## src/design/bgc_pkg.sv

```systemverilog
// package: constants and types for the bipartite graph check
`timescale 1ns / 1ps
package bgc_pkg;
    localparam int MaxVertices = 64;
    localparam int MaxEdges    = 256;
    localparam int VW = $clog2(MaxVertices);
    localparam int EW = $clog2(MaxEdges);

    localparam logic [1:0] ERR_NONE  = 2'd0;
    localparam logic [1:0] ERR_RANGE = 2'd1;
    localparam logic [1:0] ERR_FULL  = 2'd2;

    localparam logic [1:0] COL_NONE = 2'd2;

    typedef enum logic [2:0] {
        B_IDLE, B_SCAN, B_POP, B_VERT, B_EDGE, B_TEST, B_DONE
    } back_state_t;

    // command from front to back: one completed graph
    typedef struct packed {
        logic [1:0]  err;
        logic [EW:0] total;
        logic [6:0]  nvert;
    } job_t;
endpackage

```

## src/design/bgc_if.sv

```systemverilog
// handshake interfaces for edge items and result items
`timescale 1ns / 1ps
interface bgc_edge_if;
    logic       valid;
    logic       ready;
    logic [5:0] edge_from;
    logic [5:0] edge_to;
    logic       edge_present;
    logic       last_edge;
    modport source (output valid, edge_from, edge_to, edge_present, last_edge, input ready);
    modport sink (input valid, edge_from, edge_to, edge_present, last_edge, output ready);
endinterface

interface bgc_result_if;
    logic       valid;
    logic       ready;
    logic       is_bipartite;
    logic [1:0] error_code;
    modport source (output valid, is_bipartite, error_code, input ready);
    modport sink (input valid, is_bipartite, error_code, output ready);
endinterface

```

## src/design/bgc_front.sv

```systemverilog
// front: takes edge items, checks them, writes the edge store, posts jobs
`timescale 1ns / 1ps
module bgc_front
    import bgc_pkg::*;
(
    input  logic         clk,
    input  logic         rst_n,
    bgc_edge_if.sink     in_ch,
    input  logic [6:0]   vertex_count,
    input  logic         back_busy,
    output logic         wr_en,
    output logic [EW-1:0] wr_addr,
    output logic [2*VW-1:0] wr_data,
    output logic         job_valid,
    output job_t         job
);
    logic [EW:0] total_reg, total_next;
    logic [1:0]  err_reg, err_next;
    logic        pend_reg, pend_next;
    job_t        job_reg, job_next;
    logic [6:0]  n_eff;
    logic        bad, full, acc;

    always_comb
    begin
        if (vertex_count == 7'd0)
            n_eff = 7'd1;
        else if (vertex_count > 7'(MaxVertices))
            n_eff = 7'(MaxVertices);
        else
            n_eff = vertex_count;
    end

    // the store is owned by the back while a job is outstanding
    assign in_ch.ready = !pend_reg && !back_busy;
    assign acc  = in_ch.valid && in_ch.ready;
    assign bad  = ({1'b0, in_ch.edge_from} >= n_eff) || ({1'b0, in_ch.edge_to} >= n_eff);
    assign full = total_reg >= (EW+1)'(MaxEdges);
    assign wr_en   = acc && in_ch.edge_present && !bad && !full;
    assign wr_addr = total_reg[EW-1:0];
    assign wr_data = {in_ch.edge_from, in_ch.edge_to};
    assign job_valid = pend_reg;
    assign job = job_reg;

    always_comb
    begin
        total_next = total_reg;
        err_next   = err_reg;
        pend_next  = pend_reg;
        job_next   = job_reg;
        if (pend_reg && back_busy)
            pend_next = 1'b0;
        if (acc)
        begin
            if (in_ch.edge_present)
            begin
                if (bad)
                begin
                    if (err_next == ERR_NONE)
                        err_next = ERR_RANGE;
                end
                else if (full)
                begin
                    if (err_next == ERR_NONE)
                        err_next = ERR_FULL;
                end
                else
                    total_next = total_reg + 1'b1;
            end
            if (in_ch.last_edge)
            begin
                job_next.err   = err_next;
                job_next.total = total_next;
                job_next.nvert = n_eff;
                pend_next  = 1'b1;
                total_next = '0;
                err_next   = ERR_NONE;
            end
        end
    end

    always_ff @(posedge clk or negedge rst_n)
    begin
        if (!rst_n)
        begin
            total_reg <= '0;
            err_reg   <= ERR_NONE;
            pend_reg  <= 1'b0;
            job_reg   <= '0;
        end
        else
        begin
            total_reg <= total_next;
            err_reg   <= err_next;
            pend_reg  <= pend_next;
            job_reg   <= job_next;
        end
    end
endmodule

```

## src/design/bgc_back.sv

```systemverilog
// back: two-colors the stored graph with a stack walk and gives the result
`timescale 1ns / 1ps
module bgc_back
    import bgc_pkg::*;
(
    input  logic         clk,
    input  logic         rst_n,
    input  logic         wr_en,
    input  logic [EW-1:0] wr_addr,
    input  logic [2*VW-1:0] wr_data,
    input  logic         job_valid,
    input  job_t         job,
    output logic         busy,
    bgc_result_if.source out_ch
);
    logic [2*VW-1:0] edge_mem [MaxEdges];
    logic [VW:0]     stack_mem [MaxVertices];
    logic            color_mem [MaxVertices];
    logic [2*VW-1:0] rd_data;
    logic [VW:0]     stk_data;
    logic            col_data;
    logic [MaxVertices-1:0] seen_reg, seen_next;

    back_state_t st_reg, st_next;
    job_t        job_reg, job_next;
    logic [6:0]  i_reg, i_next;
    logic [EW:0] e_reg, e_next;
    logic [VW:0] sp_reg, sp_next;
    logic [VW-1:0] v_reg, v_next;
    logic        cv_reg, cv_next;
    logic        ov_reg, ov_next;
    logic        res_reg, res_next;
    logic        obip_reg, obip_next;
    logic [1:0]  oerr_reg, oerr_next;

    logic          col_we;
    logic [VW-1:0] col_addr;
    logic          col_val;
    logic          push;
    logic [VW:0]   push_v;
    logic [VW-1:0] stk_addr;
    logic [EW-1:0] rd_addr;
    logic [VW-1:0] ea, eb, w;
    logic          hit;

    always_ff @(posedge clk)
    begin
        if (wr_en)
            edge_mem[wr_addr] <= wr_data;
        rd_data <= edge_mem[rd_addr];
        if (push)
            stack_mem[sp_reg[VW-1:0]] <= push_v;
        stk_data <= stack_mem[stk_addr];
        if (col_we)
            color_mem[col_addr] <= col_val;
        col_data <= color_mem[col_addr];
    end

    assign busy = (st_reg != B_IDLE);
    assign out_ch.valid = ov_reg;
    assign out_ch.is_bipartite = obip_reg;
    assign out_ch.error_code = oerr_reg;

    // stack entries hold the color in the top bit
    assign stk_addr = sp_reg[VW-1:0] - 1'b1;

    assign ea  = rd_data[2*VW-1:VW];
    assign eb  = rd_data[VW-1:0];
    assign w   = (ea == v_reg) ? eb : ea;
    assign hit = (ea == v_reg) || (eb == v_reg);

    always_comb
    begin
        st_next   = st_reg;
        job_next  = job_reg;
        i_next    = i_reg;
        e_next    = e_reg;
        sp_next   = sp_reg;
        v_next    = v_reg;
        cv_next   = cv_reg;
        ov_next   = ov_reg;
        res_next  = res_reg;
        obip_next = obip_reg;
        oerr_next = oerr_reg;
        seen_next = seen_reg;
        col_we    = 1'b0;
        col_addr  = w;
        col_val   = 1'b0;
        push      = 1'b0;
        push_v    = {cv_reg ^ 1'b1, w};
        rd_addr   = e_reg[EW-1:0];
        if (ov_reg && out_ch.ready)
            ov_next = 1'b0;
        case (st_reg)
            B_IDLE:
            begin
                if (job_valid)
                begin
                    job_next  = job;
                    i_next    = '0;
                    seen_next = '0;
                    st_next   = (job.err != ERR_NONE) ? B_DONE : B_SCAN;
                    res_next  = 1'b0;
                end
            end
            B_SCAN:
            begin
                if (i_reg >= job_reg.nvert)
                begin
                    res_next = 1'b1;
                    st_next  = B_DONE;
                end
                else
                begin
                    i_next = i_reg + 1'b1;
                    if (!seen_reg[i_reg[VW-1:0]])
                    begin
                        seen_next[i_reg[VW-1:0]] = 1'b1;
                        col_we   = 1'b1;
                        col_addr = i_reg[VW-1:0];
                        col_val  = 1'b0;
                        push     = 1'b1;
                        push_v   = {1'b0, i_reg[VW-1:0]};
                        sp_next  = sp_reg + 1'b1;
                        st_next  = B_POP;
                    end
                end
            end
            B_POP:
            begin
                // top of stack is read here and lands in stk_data
                if (sp_reg == '0)
                    st_next = B_SCAN;
                else
                begin
                    sp_next = sp_reg - 1'b1;
                    st_next = B_VERT;
                end
            end
            B_VERT:
            begin
                v_next  = stk_data[VW-1:0];
                cv_next = stk_data[VW];
                e_next  = '0;
                rd_addr = '0;
                st_next = B_EDGE;
            end
            B_EDGE:
            begin
                // rd_data holds edge e_reg, read issued last cycle
                if (e_reg >= job_reg.total)
                    st_next = B_POP;
                else if (hit)
                    st_next = B_TEST;
                else
                begin
                    e_next  = e_reg + 1'b1;
                    rd_addr = e_next[EW-1:0];
                end
            end
            B_TEST:
            begin
                // col_data holds the color of w, valid when w is seen
                if (seen_reg[w] && (col_data == cv_reg))
                begin
                    res_next = 1'b0;
                    sp_next  = '0;
                    st_next  = B_DONE;
                end
                else
                begin
                    if (!seen_reg[w])
                    begin
                        seen_next[w] = 1'b1;
                        col_we  = 1'b1;
                        col_val = cv_reg ^ 1'b1;
                        if (sp_reg < (VW+1)'(MaxVertices))
                        begin
                            push    = 1'b1;
                            sp_next = sp_reg + 1'b1;
                        end
                    end
                    e_next  = e_reg + 1'b1;
                    rd_addr = e_next[EW-1:0];
                    st_next = B_EDGE;
                end
            end
            B_DONE:
            begin
                if (!ov_reg)
                begin
                    ov_next   = 1'b1;
                    obip_next = res_reg;
                    oerr_next = job_reg.err;
                    st_next   = B_IDLE;
                end
            end
            default: st_next = B_IDLE;
        endcase
    end

    always_ff @(posedge clk or negedge rst_n)
    begin
        if (!rst_n)
        begin
            st_reg   <= B_IDLE;
            ov_reg   <= 1'b0;
            sp_reg   <= '0;
            seen_reg <= '0;
            obip_reg <= 1'b0;
            oerr_reg <= ERR_NONE;
        end
        else
        begin
            st_reg   <= st_next;
            ov_reg   <= ov_next;
            sp_reg   <= sp_next;
            seen_reg <= seen_next;
            obip_reg <= obip_next;
            oerr_reg <= oerr_next;
        end
    end

    always_ff @(posedge clk)
    begin
        job_reg <= job_next;
        i_reg   <= i_next;
        e_reg   <= e_next;
        v_reg   <= v_next;
        cv_reg  <= cv_next;
        res_reg <= res_next;
    end
endmodule

```

## src/design/bipartite_graph_check_top.sv

```systemverilog
// top level of the bipartite graph check
`timescale 1ns / 1ps
// Edge items load one per cycle, while no graph is pending or being walked,
// into a 256-entry edge store. The item marked last hands the graph to the
// walk engine, which clears its colored flags as it takes the graph and then
// two-colors each component with a stack walk: each popped vertex is fetched
// from the stack (pop state, then vertex state), then every stored edge is
// scanned from the edge memory read port, with an extra test state for each
// edge that touches it to read the neighbor's color. A graph with an error
// skips the walk and gives its result without scanning any edges. Input items
// are held off from the last item until the engine has posted its result to
// the output register; the result sits there until taken, and the next graph
// can load while it waits.
module bipartite_graph_check_top
    import bgc_pkg::*;
(
    input  logic         clk,
    input  logic         rst_n,
    bgc_edge_if.sink     in_ch,
    bgc_result_if.source out_ch,
    input  logic         cfg_we,
    input  logic [6:0]   cfg_wdata
);
    logic [6:0]  vc_reg;
    logic        busy, wr_en, job_valid;
    logic [EW-1:0] wr_addr;
    logic [2*VW-1:0] wr_data;
    job_t        job;

    always_ff @(posedge clk or negedge rst_n)
    begin
        if (!rst_n)
            vc_reg <= 7'd64;
        else if (cfg_we)
            vc_reg <= cfg_wdata;
    end

    bgc_front u_front (
        .clk(clk), .rst_n(rst_n), .in_ch(in_ch), .vertex_count(vc_reg),
        .back_busy(busy), .wr_en(wr_en), .wr_addr(wr_addr), .wr_data(wr_data),
        .job_valid(job_valid), .job(job)
    );

    bgc_back u_back (
        .clk(clk), .rst_n(rst_n), .wr_en(wr_en), .wr_addr(wr_addr),
        .wr_data(wr_data), .job_valid(job_valid), .job(job), .busy(busy),
        .out_ch(out_ch)
    );
endmodule
```

## src/flat_wrapper.sv

```systemverilog
// flat-port wrapper written by rule: the top's interface ports become plain ports
module bipartite_graph_check_top_flat import bgc_pkg::*;
  (clk, rst_n, cfg_we, cfg_wdata, in_ch_valid, in_ch_edge_from, in_ch_edge_to, in_ch_edge_present, in_ch_last_edge, in_ch_ready, out_ch_valid, out_ch_is_bipartite, out_ch_error_code, out_ch_ready);
  bgc_edge_if in_ch_i ();
  bgc_result_if out_ch_i ();
  input  logic clk;
  input  logic rst_n;
  input  logic cfg_we;
  input  logic [6:0] cfg_wdata;
  input wire logic [$bits(in_ch_i.valid)-1:0] in_ch_valid;
  input wire logic [$bits(in_ch_i.edge_from)-1:0] in_ch_edge_from;
  input wire logic [$bits(in_ch_i.edge_to)-1:0] in_ch_edge_to;
  input wire logic [$bits(in_ch_i.edge_present)-1:0] in_ch_edge_present;
  input wire logic [$bits(in_ch_i.last_edge)-1:0] in_ch_last_edge;
  output wire logic [$bits(in_ch_i.ready)-1:0] in_ch_ready;
  output wire logic [$bits(out_ch_i.valid)-1:0] out_ch_valid;
  output wire logic [$bits(out_ch_i.is_bipartite)-1:0] out_ch_is_bipartite;
  output wire logic [$bits(out_ch_i.error_code)-1:0] out_ch_error_code;
  input wire logic [$bits(out_ch_i.ready)-1:0] out_ch_ready;
  assign in_ch_i.valid = in_ch_valid;
  assign in_ch_i.edge_from = in_ch_edge_from;
  assign in_ch_i.edge_to = in_ch_edge_to;
  assign in_ch_i.edge_present = in_ch_edge_present;
  assign in_ch_i.last_edge = in_ch_last_edge;
  assign in_ch_ready = in_ch_i.ready;
  assign out_ch_valid = out_ch_i.valid;
  assign out_ch_is_bipartite = out_ch_i.is_bipartite;
  assign out_ch_error_code = out_ch_i.error_code;
  assign out_ch_i.ready = out_ch_ready;
  bipartite_graph_check_top u_core (.clk(clk), .rst_n(rst_n), .in_ch(in_ch_i), .out_ch(out_ch_i), .cfg_we(cfg_we), .cfg_wdata(cfg_wdata));
endmodule
```

## config.mk

```make
export PLATFORM = sky130hd
export DESIGN_NAME = bipartite_graph_check_top_flat
export DESIGN_NICKNAME = d
export VERILOG_FILES = /design/src/design/bgc_pkg.sv /design/src/design/bgc_if.sv /design/src/design/bgc_front.sv /design/src/design/bgc_back.sv /design/src/design/bipartite_graph_check_top.sv /design/src/flat_wrapper.sv
export SDC_FILE = /design/constraint.sdc
export NUM_CORES = 2
export LEC_CHECK = 0
export ABC_AREA = 0
export BUFFER_PORTS_ARGS = -buffer_cell sky130_fd_sc_hd__buf_2
export CORE_MARGIN = 1.5
export CORE_UTILIZATION = 39
export CTS_BUF_LIST = sky130_fd_sc_hd__clkbuf_2
export DETAILED_ROUTE_END_ITERATION = 8
export SLEW_MARGIN = 0
export SYNTH_ARGS = -nofsm -noshare
export SYNTH_HDL_FRONTEND = slang
export SYNTH_HIERARCHICAL = 1
export SYNTH_SLANG_ARGS = --single-unit
```

## constraint.sdc

```tcl
create_clock -name clk -period 12.3 [get_ports clk]
set_clock_uncertainty 0.15 [all_clocks]
set_input_delay 1.845 -clock clk [delete_from_list [all_inputs] [get_ports clk]]
set_output_delay 1.845 -clock clk [all_outputs]
set_load 0.05 [all_outputs]
```

---- Word-level counts from Yosys, hierarchy flattened ----
Memories as Yosys holds them, arrays and structs flattened. A register that Yosys moved wholly into a read port is not among the register bits.
Cells that the tools add are included.
storage, ports and cells
  input port bits ......................... 26
  bits in registers ....................... 157
  word-level logic and storage cells ...... 193
  output and inout bits ................... 5
  memories ................................ 3
  bits in writable memories ............... 3584
memory list
  memory                   depth  width  rd ports  clocked after memory_dff  wr ports  line            RTL
  u_core.u_back.edge_mem   256    12     1         1                         1         bgc_back.sv:16  logic [2*VW-1:0] edge_mem [MaxEdges];
  u_core.u_back.stack_mem  64     7      1         1                         1         bgc_back.sv:17  logic [VW:0] stack_mem [MaxVertices];
  u_core.u_back.color_mem  64     1      1         1                         1         bgc_back.sv:18  logic color_mem [MaxVertices];
cells by class
  reductions and logical operators ........ 35
  muxes and demuxes ....................... 89
  $lt $le $gt $ge ......................... 11
  bitwise logic cells ..................... 4
  equality and inequality tests ........... 24
  add/sub/neg operators ................... 6
operators by type and width
  kind                   number
  $mux W64               5
  $pmux W64 S3           1
  $or A64 B64 Y64        2
  $mux W7                13
  $mux W9                7
  $mux W1                29
  $pmux W9 S3            1
  $mux W6                4
  $mux W8                3
  $pmux W8 S3            1
  $mux W3                7
  $pmux W3 S7            1
  $pmux W7 S3            1
  $ne A2 B2 Y1 const B   10
  $add A9 B1 Y9 const B  2
  $mux W2                8
  $add A7 B1 Y7 const B  2
  $ge A6 B7 Y1           2
  $logic_not A7 Y1       2
  $lt A6 B7 Y1 const B   2
  $pmux W7 S2            1
  $bmux W1 S6            2
  $demux W1 S6           2
  $eq A6 B6 Y1           2
  other kinds (28)       59

---- Longest topological paths before layout ----
  depth in word-level cells ............... 10
  depth in mapped cells ................... 22
  gate-level depth less buffers ........... 18

---- Cells and area by module ----
The synthesis kept the hierarchy.
by module, submodules not included
  module                     cells an instance  area each (µm²)  seq. area each (µm²)  times used
  bgc_back                   10184              148778.9         111236.7              1
  bgc_front                  216                1939.4           750.7                 1
  bipartite_graph_check_top  15                 292.8            176.4                 1

---- Worst setup path before layout ----
OpenSTA, ideal clock, no wires.
  kind .................................... reg2reg
  start ................................... register u_core.u_back.i_reg[1]
  end ..................................... memory u_core.u_back.color_mem[58] (enable)
  data arrival time ....................... 4.956 ns
  library setup time ...................... 0.315 ns
  required time ........................... 11.835 ns
  stages on the path, launching flop included .. 12
  path slack .............................. 6.879 ns
  period minus slack after synthesis ...... 5.421 ns
  cell sequence ........................... edfxtp_1 buf_2 buf_2 mux4_2 mux2i_1 o22ai_1 or4_1 a2111oi_4 nand2_1 o21ai_1 nand3_1 nor2_1
between the ends
  elaborated cells between the ends (all ways) .. 11
  classes of those cells .................. order compare (1); mux (10)
RTL lines
  item                           line             RTL
  start: declaration             bgc_back.sv:26   logic [6:0] i_reg, i_next;
  start signal: assignment       bgc_back.sv:227  i_reg <= i_next;
  $bmux W1 S6                    bgc_back.sv:116  if (!seen_reg[i_reg[VW-1:0]])
  $mux W1 (not written as such)  bgc_back.sv:116
  $mux W6                        bgc_back.sv:116
  $mux W6 (*)                    bgc_back.sv:108  if (i_reg >= job_reg.nvert)
  $mux W6 (*)                    bgc_back.sv:94   case (st_reg)
  net u_core.u_back.col_addr[3]  bgc_back.sv:37   logic [VW-1:0] col_addr;
  end: declaration               bgc_back.sv:18
The timed path passes the listed nets; every way through them passes the cells marked *. The select of a mux whose other input is x is not followed.

---- Worst setup path after layout ----
  start ................................... register u_core.u_back.rd_data[10], read port of u_core.u_back.edge_mem
  end ..................................... register u_core.u_back.rd_data[10], read port of u_core.u_back.edge_mem
between the ends
  cells in the longest elaborated chain, start to end .. 7
  elaborated cells between the ends (all ways) .. 10
  classes of those cells .................. eq/ne (1); mux (7); reduce/logical (2)
ends and longest elaborated chain
  item                           line                            RTL
  start: declaration             bgc_back.sv:19                  logic [2*VW-1:0] rd_data;
  $eq A6 B6 Y1                   bgc_back.sv:69, bgc_back.sv:70
  $mux W6                        bgc_back.sv:69                  assign w = (ea == v_reg) ? eb : ea;
  $bmux W1 S6                    bgc_back.sv:164                 if (seen_reg[w] && (col_data == cv_reg))
  $mux W1 (not written as such)  bgc_back.sv:164
  $logic_and A1 B1 Y1            bgc_back.sv:164
  $mux W8                        bgc_back.sv:164
  $pmux W8 S3 (*)                bgc_back.sv:94
Mark *: on every way between the ends. The rest lies on a longest branch, timed or not. The select of a mux whose other input is x is not followed.
A chain may end at the register's enable or synchronous reset.

==> run metrics <==
setup_tns=0 ns; clk root buf=clkbuf_2; largest net degree at the start of global routing=189; Final Hold Viols=0; Largest register FFs=3072; RSZ-0062 raised after global routing=false; VDD IR max=0.622 mV; # fillers=35200; total CTS buffers=887; die height=625 µm; core area=386000 µm²; outcome=complete, but fails checks; Cell Area, Synth=151000 µm²; Slew @ Worst Pin=1.53 ns; Initial Util=0.392; commonest non-fill, non-tap cell in the layout=edfxtp_1; DRC errors left=0; CTS Buffer Depth=4; HP Start=u_core/u_front/job[6]$_DFFE_PN0P_; commonest register cell after synthesis=edfxtp_1; Final Slew Violations=16; syn_area_per_cell=14.5 µm²; worst min-delay path category=reg -> reg; area occupied by multi-input gates=35500 µm²; Post-CTS Setup Bufs=0; reg2reg end=u_core/u_back/rd_data[10]$_DFF_P_; syn nets=10500; violated checks=capacitance limit, slew limit; via/cell ratio=5.68; leak pwr=55.6 nW; CP Capture Type=flop; R2R Path Start=u_core/u_back/rd_data[10]$_DFF_P_; most frequent cells in the layout=edfxtp_1 (3626), nand2_1 (2240), clkbuf_2 (1316); Yosys reg bits=between 3000 and 4000; num ports=31; die area=~390000 µm²; Layout Cell Area excl Fill=approximately 170000 µm²; r2r setup slk=roughly 3.2 ns; Seq/Total Area, Yosys=0.743; crit path DAT=10.99 ns; DP HPWL=257000 µm; total grt overflow=0; Worst Reg-to-Reg Cells=16; first-pass GRT wire length=641000 µm; MaxCap Viol Count=3; nets=11100; WS Path Type=reg -> reg; Post-Synthesis Cells=10400; Yosys warning total=6; Worst Path Required=14.24 ns; Yosys top cell by area=edfxtp_1; routability cong.=0.891; maximum clock rate=0.110 GHz; vias in the first global route=93600; share of cells above drive strength 1=0.176; clock-pin slew on the worst setup and hold paths=0.11 ns; main area contributors after synthesis=edfxtp_1 (72%), nand2_1 (5.6%), mux4_2 (2.7%); minimum clock period=between 9 and 10 ns; final setup vio count=0; Syn-to-layout area delta=9.80%; DR pass1 iterations=8; H-tree depth=6; antenna-violating nets left=0; standard-cell rows=228; Async S/R FF share, synth=0.0306; Yosys cell types=93; startpoint types=flop; CTS Sinks=3761; number of synthesized flops with an enable pin=around 3600; post-cts sizing count=0; final WL=444000 µm; Buffers on Ports=30; CP max FO=38; WL/cell=26.3 µm; initial antenna violation count=18; worst hold path depth=0; GRT Total Usage=0.221; Top reg by flops=u_core/u_back/edge_mem; Clock Latency Late Sink=2.40 ns; max_slew headroom=-0.0445; Worst Hold Endpoint=u_core/u_back/job_reg[6]$_DFFE_PP_; fin crit share=0.736; drt first-iter violations=11100; Power Dens Cells=roughly 280 nW/µm²; Die W=around 630 µm; CTS tree=yes; register area=112000 µm²; Post-CTS Hold Buffers=34; post-synth top area share=0.721; vias=96000; Placed Area=157000 µm²
==> worst max-delay path by stage <==
| stage | start | endpoint | slack, ns |
|---|---|---|---|
| 2_1_floorplan | u_core/u_back/i_reg[1]$_SDFFCE_PN0P_ | u_core/u_back/color_mem[58]$_DFFE_PP_ | 6.88 |
| 3_3_place_gp | u_core/u_back/rd_data[8]$_DFF_P_ | u_core/u_back/rd_data[5]$_DFF_P_ | 2.77 |
| 4_1_cts | u_core/u_back/rd_data[6]$_DFF_P_ | u_core/u_back/rd_data[10]$_DFF_P_ | 3.57 |
| 6_report | u_core/u_back/rd_data[10]$_DFF_P_ | u_core/u_back/rd_data[10]$_DFF_P_ | 3.25 |
| 5_1_grt | u_core/u_back/rd_data[6]$_DFF_P_ | u_core/u_back/rd_data[10]$_DFF_P_ | 3.28 |
| 3_5_place_dp | u_core/u_back/rd_data[8]$_DFF_P_ | u_core/u_back/rd_data[10]$_DFF_P_ | 3.50 |
==> cell type report <==
type / count / area share
clock inverter: 280 / 0.00890
timing repair buffer: 380 / 0.0202
tap: 5175 / 0.0391
inverter: 52 / 0.00118
antenna: 27 / 0.000407
sequential: 3761 / 0.676
clock buffer: 1316 / 0.0397
multi-input combinational: 5918 / 0.214
==> power breakdown <==
part           switching, mW  internal, mW  total (mW)
sequential             0.458          14.6        15.0
combinational           16.7          6.54        23.3
clock                   5.01          3.03        8.04
total                   22.2          24.1        46.3
==> through the flow <==
step | util | hold WS [ns] | std cells | setup WS, ns | total power, mW
after floorplan | - | 0.236 | 10400 | 6.88 | 29.9
after global placement | 0.408 | 0.271 | 15200 | 2.77 | 37.8
final | 0.430 | 0.266 | 16900 | 3.25 | 46.3
after CTS | 0.430 | 0.164 | 16900 | 3.57 | 46.2
after global routing | 0.430 | 0.286 | 16900 | 3.28 | 48.4
after detailed placement | 0.408 | 0.246 | 15300 | 3.50 | 38.1
==> cell families after synthesis <==
group | after synthesis | synth area share
buffers and inverters | 736 | 0.0248
XOR/XNOR | 35 | 0.00203
multiplexers | 544 | 0.0514
AND/OR/NAND/NOR | 3848 | 0.109
AO/OA/AOI/OAI | 1457 | 0.0676
flip-flops | 3761 | 0.743
adder cells (fa/ha/maj) | 34 | 0.00282
==> metal layers <==
metal / track usage / vias to the layer above / share of wire
li1: - / 41500 / -
met1: 0.300 / 48700 / 0.40
met2: 0.347 / 4864 / 0.46
met3: 0.0437 / 820 / 0.091
met4: 0.0934 / 6 / 0.042
met5: 0 / - / 0.000090
==> cells in the mapped netlist, types with 20 or more instances <==
master and number:
a22oi_1 125, clkbuf_1 205, a311oi_1 96, dfxtp_1 20, nand3_1 554, buf_1 46, a21o_1 64, nor3_1 46
a211oi_1 25, o22ai_1 93, nand2b_1 20, a32oi_1 292, a21oi_1 429, buf_2 306, mux4_2 181, nor2_1 569
nor4_1 25, and3_1 71, buf_4 94, a221oi_1 51, dfrtp_1 114, mux2i_1 340, o21ai_0 85, ha_1 34
edfxtp_1 3626, a31oi_1 68, inv_1 47, nand4_1 238, buf_6 32, nand2_1 2242
==> critical path, stage by stage, from the launching register on <==
cell     delay [ns]
dfxtp_1        0.88
xor2_1         0.24
nor4_2         0.87
nand2_2        0.33
a41oi_1        0.73
o32ai_2        0.22
nor4_4         0.43
a31oi_1        0.42
a221o_4        0.74
buf_4          0.38
nand2_1        0.64
buf_4          0.48
o22ai_1        0.19
o21ai_0        0.59
nand4_1        0.26
nor4_1         1.10
o32ai_1        0.17
Note: power is estimated with default switching activity, not from simulation.
